## config.mk

```make
export PLATFORM = sky130hd
export DESIGN_NAME = ddf_ctrl
export DESIGN_NICKNAME = d
export VERILOG_FILES = /design/src/rtl/ddf_pkg.sv /design/src/rtl/ddf_ctrl.sv
export SDC_FILE = /design/constraint.sdc
export NUM_CORES = 1
export LEC_CHECK = 0
export BUFFER_PORTS_ARGS = -buffer_cell sky130_fd_sc_hd__buf_4
export CAP_MARGIN = 20
export CORE_ASPECT_RATIO = 0.9
export CORE_MARGIN = 4
export CORE_UTILIZATION = 54
export DETAILED_ROUTE_END_ITERATION = 8
export HOLD_SLACK_MARGIN = 0.15
export PLACE_DENSITY_LB_ADDON = 0.25
export SKIP_CTS_REPAIR_TIMING = 1
export SKIP_LAST_GASP = 1
export SLEW_MARGIN = 20
export SYNTH_ARGS = -nofsm -noshare
export SYNTH_HDL_FRONTEND = slang
export SYNTH_SLANG_ARGS = --single-unit
export TNS_END_PERCENT = 30
```

## constraint.sdc

```tcl
create_clock -name i_clk -period 3.08 [get_ports i_clk]
set_input_delay 0.462 -clock i_clk [delete_from_list [all_inputs] [get_ports i_clk]]
set_output_delay 0.462 -clock i_clk [all_outputs]
set_load 0.01 [all_outputs]
```

## src/rtl/ddf_pkg.sv

```systemverilog
// constants, types and command structs of the duplicate frame filter
package ddf_pkg;

    localparam int TABLE_ROWS  = 4096;   // power of two, row is the low hash bits
    localparam int LEVELS      = 4;
    localparam int CHECK_BYTES = 64;

    localparam int WORDS   = (CHECK_BYTES + 7) / 8;
    localparam int RW      = $clog2(TABLE_ROWS);
    localparam int LW      = (LEVELS > 1) ? $clog2(LEVELS) : 1;
    localparam int WPW     = $clog2(WORDS + 1);
    localparam int BAW     = $clog2(TABLE_ROWS * WORDS);
    localparam int WIN_W   = 48;
    localparam int BIDX_W  = 17;

    localparam logic [29:0] NS_PER_SEC = 30'(1000 * 1000 * 1000);
    localparam logic [WIN_W-1:0] WINDOW_RESET = WIN_W'(1000000);

    typedef struct packed {
        logic          latch;
        logic          rd;
        logic          calc;
        logic          cmp;
        logic          scan;
        logic          write;
        logic          clear;
        logic [LW-1:0] lvl;
        logic [RW-1:0] clr_row;
    } t_cmd;

    typedef struct packed {
        logic first_word;
    } t_stat;

endpackage

```

## src/rtl/ddf_ctrl.sv

```systemverilog
// sequencer: clearing pass, per-word read/timestamp/compare/scan/write steps
module ddf_ctrl (
    input  logic           i_clk,
    input  logic           i_rst_n,
    input  logic           i_start,
    input  ddf_pkg::t_stat i_stat,
    output ddf_pkg::t_cmd  o_cmd,
    output logic           o_busy
);
    import ddf_pkg::*;

    typedef enum logic [2:0] {
        S_CLEAR, S_IDLE, S_READ, S_NOW, S_CMP, S_SCAN, S_WRITE
    } t_state;

    t_state        r_state;
    logic [LW-1:0] r_lvl;
    logic [RW-1:0] r_clr_row;
    logic          r_busy;

    always_ff @(posedge i_clk) begin
        if (!i_rst_n) begin
            r_state   <= S_CLEAR;
            r_lvl     <= '0;
            r_clr_row <= '0;
            r_busy    <= 1'b1;
        end else begin
            case (r_state)
                S_CLEAR: begin
                    r_clr_row <= r_clr_row + 1'b1;
                    if (r_clr_row == RW'(TABLE_ROWS - 1)) begin
                        r_state <= S_IDLE;
                        r_busy  <= 1'b0;
                    end
                end
                S_IDLE: begin
                    if (i_start) begin
                        r_state <= S_READ;
                        r_busy  <= 1'b1;
                    end
                end
                S_READ:  r_state <= S_NOW;
                S_NOW:   r_state <= S_CMP;
                S_CMP: begin
                    r_lvl   <= '0;
                    r_state <= i_stat.first_word ? S_SCAN : S_WRITE;
                end
                S_SCAN: begin
                    if (r_lvl == LW'(LEVELS - 1)) begin
                        r_state <= S_WRITE;
                    end else begin
                        r_lvl <= r_lvl + 1'b1;
                    end
                end
                S_WRITE: begin
                    r_state <= S_IDLE;
                    r_busy  <= 1'b0;
                end
                default: begin
                    r_state <= S_IDLE;
                    r_busy  <= 1'b0;
                end
            endcase
        end
    end

    always_comb begin
        o_cmd         = '0;
        o_cmd.latch   = (r_state == S_IDLE) && i_start;
        o_cmd.rd      = (r_state == S_READ);
        o_cmd.calc    = (r_state == S_NOW);
        o_cmd.cmp     = (r_state == S_CMP);
        o_cmd.scan    = (r_state == S_SCAN);
        o_cmd.write   = (r_state == S_WRITE);
        o_cmd.clear   = (r_state == S_CLEAR);
        o_cmd.lvl     = r_lvl;
        o_cmd.clr_row = r_clr_row;
    end

    assign o_busy = r_busy;

endmodule

```

==> impl_metrics.yaml, run 1 <==
pwr:
  combPwrFrac: 0.064
  p_leak_uw: 0.0004642
  vdd_ir_drop_max_mv: 0.2404
  p_sw_frac: 0.2205
  pwr-share-seq: 0.586
  internal-power_uw: 321.0
  power_uw: 411.8
  power.switching_uw: 90.80
  p_clk_frac: 0.351
  p_per_area_nw_per_um2: 351.2
place:
  port_buffers: 25
  gp_congestion: 0.7821
  dp_hpwl_microns: 1560
job:
  drv_cap: 0
logic_synthesis:
  synth_area_sq_um: 959.7
  netlist.area_leader.share: 0.3755
  yosys-top-cells-area: "dfxtp_1 38%, nand2_1 6.3%, mux2i_1 5.2%"
  synth_enable_flop_cells: 0
  syn_nets: 120
  ys.flop_type: "dfxtp_1"
  ys_ff_latch: 18
  yosys.area.top_type: "dfxtp_1"
  synthArstFlopShare: 0
  synth.distinct_cells: 34
  syn_avg_cell_area_sq_um: 8.418
  synth_cells: 114
  yosysSeqAreaShare: 0.3755
  ys_warn_count: 0
detailed_routing:
  avgViaCountPerCell: 5.644
  drt_iter0_drc: 11
  ant_nets: 0
  wl_per_cell_microns: 12.98
  vias: 903
  drt_wl_total_microns: 2077
  dr.pass1.iters: 4
  route.detailed.drc: 0
floorplanning:
  start_util: 0.5707
  ioPinCount: 26
  core.rowCount: 14
  die_h_microns: 47.99
  fp.dieW_microns: 52.44
  die_area_sq_um: 2516
  core_area_sq_um: 1682
finish:
  final_layout_size_suffix_gt1_frac: 0.2353
  final_cell_mix: "25 x buf_4, 18 x dfxtp_1, 16 x nand2_1, 8 x a21oi_1, 6 x nor2_1"
  fin_nets: 143
  n_antenna_cell: 0
  final_common_cell: "buf_4"
  syn_to_final_growth_pct: 22.16
sta:
  fin_skew_ps: 2.843
  slew-limit-headroom: 0.6375
  grt_setup_unrepaired: "false"
  fin_crit_sh: 0.6840
  fin_crit_ps: 2107
  tns_ps: 0
  tightest_slew_ps: 543.7
  drv_slew: 0
  hold_violations: 0
  fmax_mhz: 474.6
  setup-violations-final: 0
worst_setup_path:
  cp_slowest_cell: "or3_1"
  rr_worst_depth: 3
  max_stage_delay_ps: 650
  crit_arrival_ps: 1640
  worst-setup-path-type: "reg -> out"
  path_cells: "or3_1 > inv_2 > buf_4"
  crit_fanout: 17
  start_kind: "flop"
  required_ps: 2620
  cp-end-kind: "primary output"
global_routing:
  grt_pass1_vias: 760
  gr-total-overflow: 0
  grt_pass1_wl_microns: 3305
  grt_usage: 0.1801
  antenna_found_initial: 0
  grt_start_max_net_pins: 18
worst_hold_path:
  hp-class: "in -> reg"
  min_path_cells: 2
outcome:
  outcome: "finished clean"
clocking:
  htree_levels: 1
  clock-sinks: 18
  insertion_delay_ps: 290
  clk_pin_slew_ps: 100
  clock_path_buffers: 2
  cts_tree: "built"
  cts_root_buf: "clkbuf_4"
  cts_buffers: 3
==> final cells by class <==
cell class / instances / area, sq um
clock buffers: 4 / 36.28
well taps: 24 / 30.03
flip-flops and latches: 18 / 360.3
multi-input cells: 86 / 546.8
fillers: 154 / 509.2
inverters: 3 / 11.26
repair buffers: 25 / 187.7
==> kinds of logic after synthesis <==
family	synth area share
DFF	0.3755
and+or+nand+nor	0.3325
AOI/OAI and AO/OA	0.1291
buffers and inverters	0.05476
xor gates and xnor gates	0.01826
muxes	0.06389
adders and majority gates	0.02607
==> layer usage <==
metal | wire [microns] | track usage | vias to the layer above
met4 | 23 | 0.06122 | 0
met5 | 0 | 0 | -
met3 | 95 | 0.04673 | 4
met2 | 969 | 0.3020 | 23
li1 | - | - | 456
met1 | 988 | 0.2276 | 420
==> registers in the layout, summed over array words and instances (netlist names) <==
register / flops
o_busy: 1
r_clr_row: 12
r_state: 3
r_lvl: 2
==> cells in the mapped netlist, types with 2 or more instances <==
master and count:
inv_1 2, nor3b_1 2, o31ai_1 3, clkbuf_1 5
or4_1 3, and3b_1 2, nand4_1 3, buf_6 2
nor4_1 3, o22ai_1 2, dfxtp_1 18, a21oi_1 8
nor4b_1 2, nand2b_1 4, o21ai_1 2, nor4_2 2
nand2_1 16, mux2i_1 5, nor2_1 6, ha_1 2
nor2b_1 3, or3_1 3, nand3_1 4, xnor2_1 2
==> power groups by stage <==
stage | logic (uW) | clock network, uW | registers (uW)
2_1_floorplan | 12.9 | 0 | 247
3_3_place_gp | 25.2 | 0 | 246
3_5_place_dp | 26.4 | 0 | 247
4_1_cts | 26.5 | 149 | 241
5_1_grt | 28.3 | 163 | 242
6_report | 26.2 | 144 | 241
==> final timing paths <==
kind,start,slack (ps),to
setup / recovery,r_state[1],970,o_cmd[14]
hold / removal,i_rst_n,480,r_state[0]
setup reg to reg,r_state[1],1210,r_clr_row[6]
hold reg to reg,r_clr_row[11],500,r_clr_row[11]
==> critical path: cells and delay by family, from the launching register on <==
kind	cells	cell delay [ps]
buffers and inverters	2	290
flip-flops	1	410
AND/OR/NAND/NOR	1	650
==> stage by stage <==
| stage | hold slack [ps] | area [sq um] | instances | util | setup WS (ps) |
|---|---|---|---|---|---|
| 5_1_grt | 469.1 | 1172 | 160 | 0.6972 | 877.1 |
| 3_5_place_dp | 488.1 | 1136 | 156 | 0.6756 | 1244 |
| 4_1_cts | 466.8 | 1172 | 160 | 0.6972 | 969.8 |
| 6_report | 475.7 | 1172 | 160 | 0.6972 | 973.1 |
| 3_3_place_gp | 474.1 | 1136 | 156 | 0.6756 | 1310 |
| 2_1_floorplan | 498.3 | 959.7 | 114 | - | 1577 |
(Power assumes the default switching activity.)
==> run 2: changes to the inputs <==
--- a/config.mk
+++ b/config.mk
@@ -5,11 +5,12 @@
 export SDC_FILE = /design/constraint.sdc
 export NUM_CORES = 1
 export LEC_CHECK = 0
+export ABC_AREA = 1
 export BUFFER_PORTS_ARGS = -buffer_cell sky130_fd_sc_hd__buf_4
 export CAP_MARGIN = 20
 export CORE_ASPECT_RATIO = 0.9
 export CORE_MARGIN = 4
-export CORE_UTILIZATION = 54
+export CORE_UTILIZATION = 46
 export DETAILED_ROUTE_END_ITERATION = 8
 export HOLD_SLACK_MARGIN = 0.15
 export PLACE_DENSITY_LB_ADDON = 0.25
==> constraint.sdc (replaced) <==
create_clock -name i_clk -period 1.85 [get_ports i_clk]
set_input_delay 0.2775 -clock i_clk [delete_from_list [all_inputs] [get_ports i_clk]]
set_output_delay 0.2775 -clock i_clk [all_outputs]
set_load 0.01 [all_outputs]
==> impl_metrics.yaml, run 2 <==
detailed_routing:
  vias: 970
  drt_iter0_drc: 30
  ant_nets: 0
  dr.pass1.iters: 4
  avgViaCountPerCell: 4.924
  drt_wl_total_microns: 2148
  route.detailed.drc: 0
  wl_per_cell_microns: 10.90
finish:
  reg_top3: "r_clr_row: 12 flops, r_state: 3 flops, r_lvl: 2 flops"
  final_common_cell: "nand2_1"
  final_cell_mix: "29 x nand2_1, 25 x nor2_1, 25 x buf_4, 18 x inv_1, 17 x dfxtp_1"
  largest_reg_flops: 12
  n_antenna_cell: 0
  fin_nets: 180
  syn_to_final_growth_pct: 23.85
  fillers: 187
  final_layout_size_suffix_gt1_frac: 0.2267
  regMostFlops: "r_clr_row"
sta:
  grt_setup_unrepaired: "false"
  fmax_mhz: 609.5
  fin_crit_ps: 1641
  drv_slew: 0
  fin_skew_ps: 2.827
  tns_ps: 0
  tightest_slew_ps: 358.6
  setup-violations-final: 0
  slew-limit-headroom: 0.7602
  hold_ws_ps: 275.5
  fin_crit_sh: 0.8869
  hold_violations: 0
floorplanning:
  die_h_microns: 51.81
  start_util: 0.4978
  core.rowCount: 15
  ioPinCount: 26
  fp.dieW_microns: 56.68
  core_area_sq_um: 1971
  die_area_sq_um: 2936
worst_hold_path:
  min_path_cells: 3
  hp-start: "i_rst_n"
  hp-class: "in -> reg"
  whs_endpoint: "r_clr_row[5]"
logic_synthesis:
  ys_warn_count: 0
  ys.flop_type: "dfxtp_1"
  synth.distinct_cells: 23
  ys_ff_latch: 18
  synthArstFlopShare: 0
  yosysMostFrequentCell: "nand2_1"
  netlist.area_leader.share: 0.3673
  synth_common_cells: "29 x nand2_1, 25 x nor2_1, 18 x dfxtp_1, 18 x inv_1, 10 x a21oi_1"
  synth_enable_flop_cells: 0
  yosysSeqAreaShare: 0.3673
  yosys.area.top_type: "dfxtp_1"
  syn_nets: 152
  syn_avg_cell_area_sq_um: 6.719
  synth_cells: 146
  synth_area_sq_um: 980.9
  yosys-top-cells-area: "dfxtp_1 37%, nand2_1 11%, nor2_1 9.6%"
clocking:
  cts_root_buf: "clkbuf_4"
  htree_levels: 1
  clock-sinks: 18
  insertion_delay_ps: 290
  cts_buffers: 3
  clock_path_buffers: 2
  clk_pin_slew_ps: 90
  cts_tree: "built"
place:
  dp_hpwl_microns: 1706
  gp_congestion: 0.8211
  port_buffers: 25
worst_setup_path:
  cp-end-kind: "primary output"
  worst-setup-path-type: "reg -> out"
  start_kind: "flop"
  r2r_end: "r_state[0]"
  crit_fanout: 6
  rr_worst_depth: 9
  crit_arrival_ps: 1360
  ff2ff_setup_slack_ps: 400
  rr_startpoint: "r_clr_row[1]"
  required_ps: 1570
global_routing:
  grt_pass1_vias: 858
  gr-total-overflow: 0
  antenna_found_initial: 0
  grt_pass1_wl_microns: 3732
  grt_start_max_net_pins: 11
  grt_usage: 0.1628
outcome:
  outcome: "finished clean"
pwr:
  p_leak_uw: 0.0005690
  vdd_ir_drop_max_mv: 0.4092
  p_per_area_nw_per_um2: 517.1
job:
  drv_cap: 0
[run 2: cell type report]
| class | instances | area, sq um | share of cell area |
|---|---|---|---|
| Tap cell | 25 | 31.28 | 0.02575 |
| Multi-Input combinational cell | 104 | 529.3 | 0.4356 |
| Sequential cell | 18 | 361.6 | 0.2976 |
| Clock buffer | 3 | 22.52 | 0.01854 |
| Inverter | 22 | 82.58 | 0.06797 |
| Timing Repair Buffer | 25 | 187.7 | 0.1545 |
[run 2: worst max-delay path by stage]
stage                     cells after the start    startpoint         end  slack (ps)
final                                         3    r_state[1]   o_cmd[18]         210
after global routing                          3    r_state[1]   o_cmd[18]          80
after detailed placement                      9  r_clr_row[1]  r_state[0]         400
after CTS                                     3    r_state[0]   o_cmd[18]          90
after floorplan                               9  r_clr_row[1]  r_state[0]         450
after global placement                        9  r_clr_row[0]  r_state[0]         460
[run 2: power breakdown]
group | switching, uW | total [uW] | internal [uW]
combinational | 21.8 | 40.0 | 18.2
sequential | 6.95 | 400 | 393
clock | 113 | 188 | 75.7
[run 2: through the flow]
step	power (uW)	instances	util	setup slack [ps]	area [sq um]
CTS	635.6	197	0.6159	86.23	1214
finish	628.2	197	0.6165	209.3	1215
global placement	447.8	194	0.6044	463.3	1191
floorplan	429.7	146	-	445.3	980.9
global route	655.1	197	0.6165	77.38	1215
detailed placement	449.1	194	0.6044	400.7	1191
[run 2: critical path, cell delays in order, from the launching register on]
cell     delay, ps
dfxtp_1        500
inv_2          120
nor3_1         270
buf_4          180
[run 2: logic make-up after synthesis]
family | Yosys count | synth area share
compound gates | 22 | 0.1199
flops | 18 | 0.3674
simple gates | 79 | 0.3852
xor+xnor | 1 | 0.008930
buf+inv | 24 | 0.09310
fa+ha+maj | 2 | 0.02551
[run 2: per-layer routing]
layer | global-route usage | up-vias | routed length, microns
li1 | - | 522 | -
met1 | 0.1969 | 424 | 1021
met2 | 0.2788 | 22 | 964
met3 | 0.04963 | 2 | 145
met4 | 0.04743 | 0 | 17
met5 | 0 | - | 0
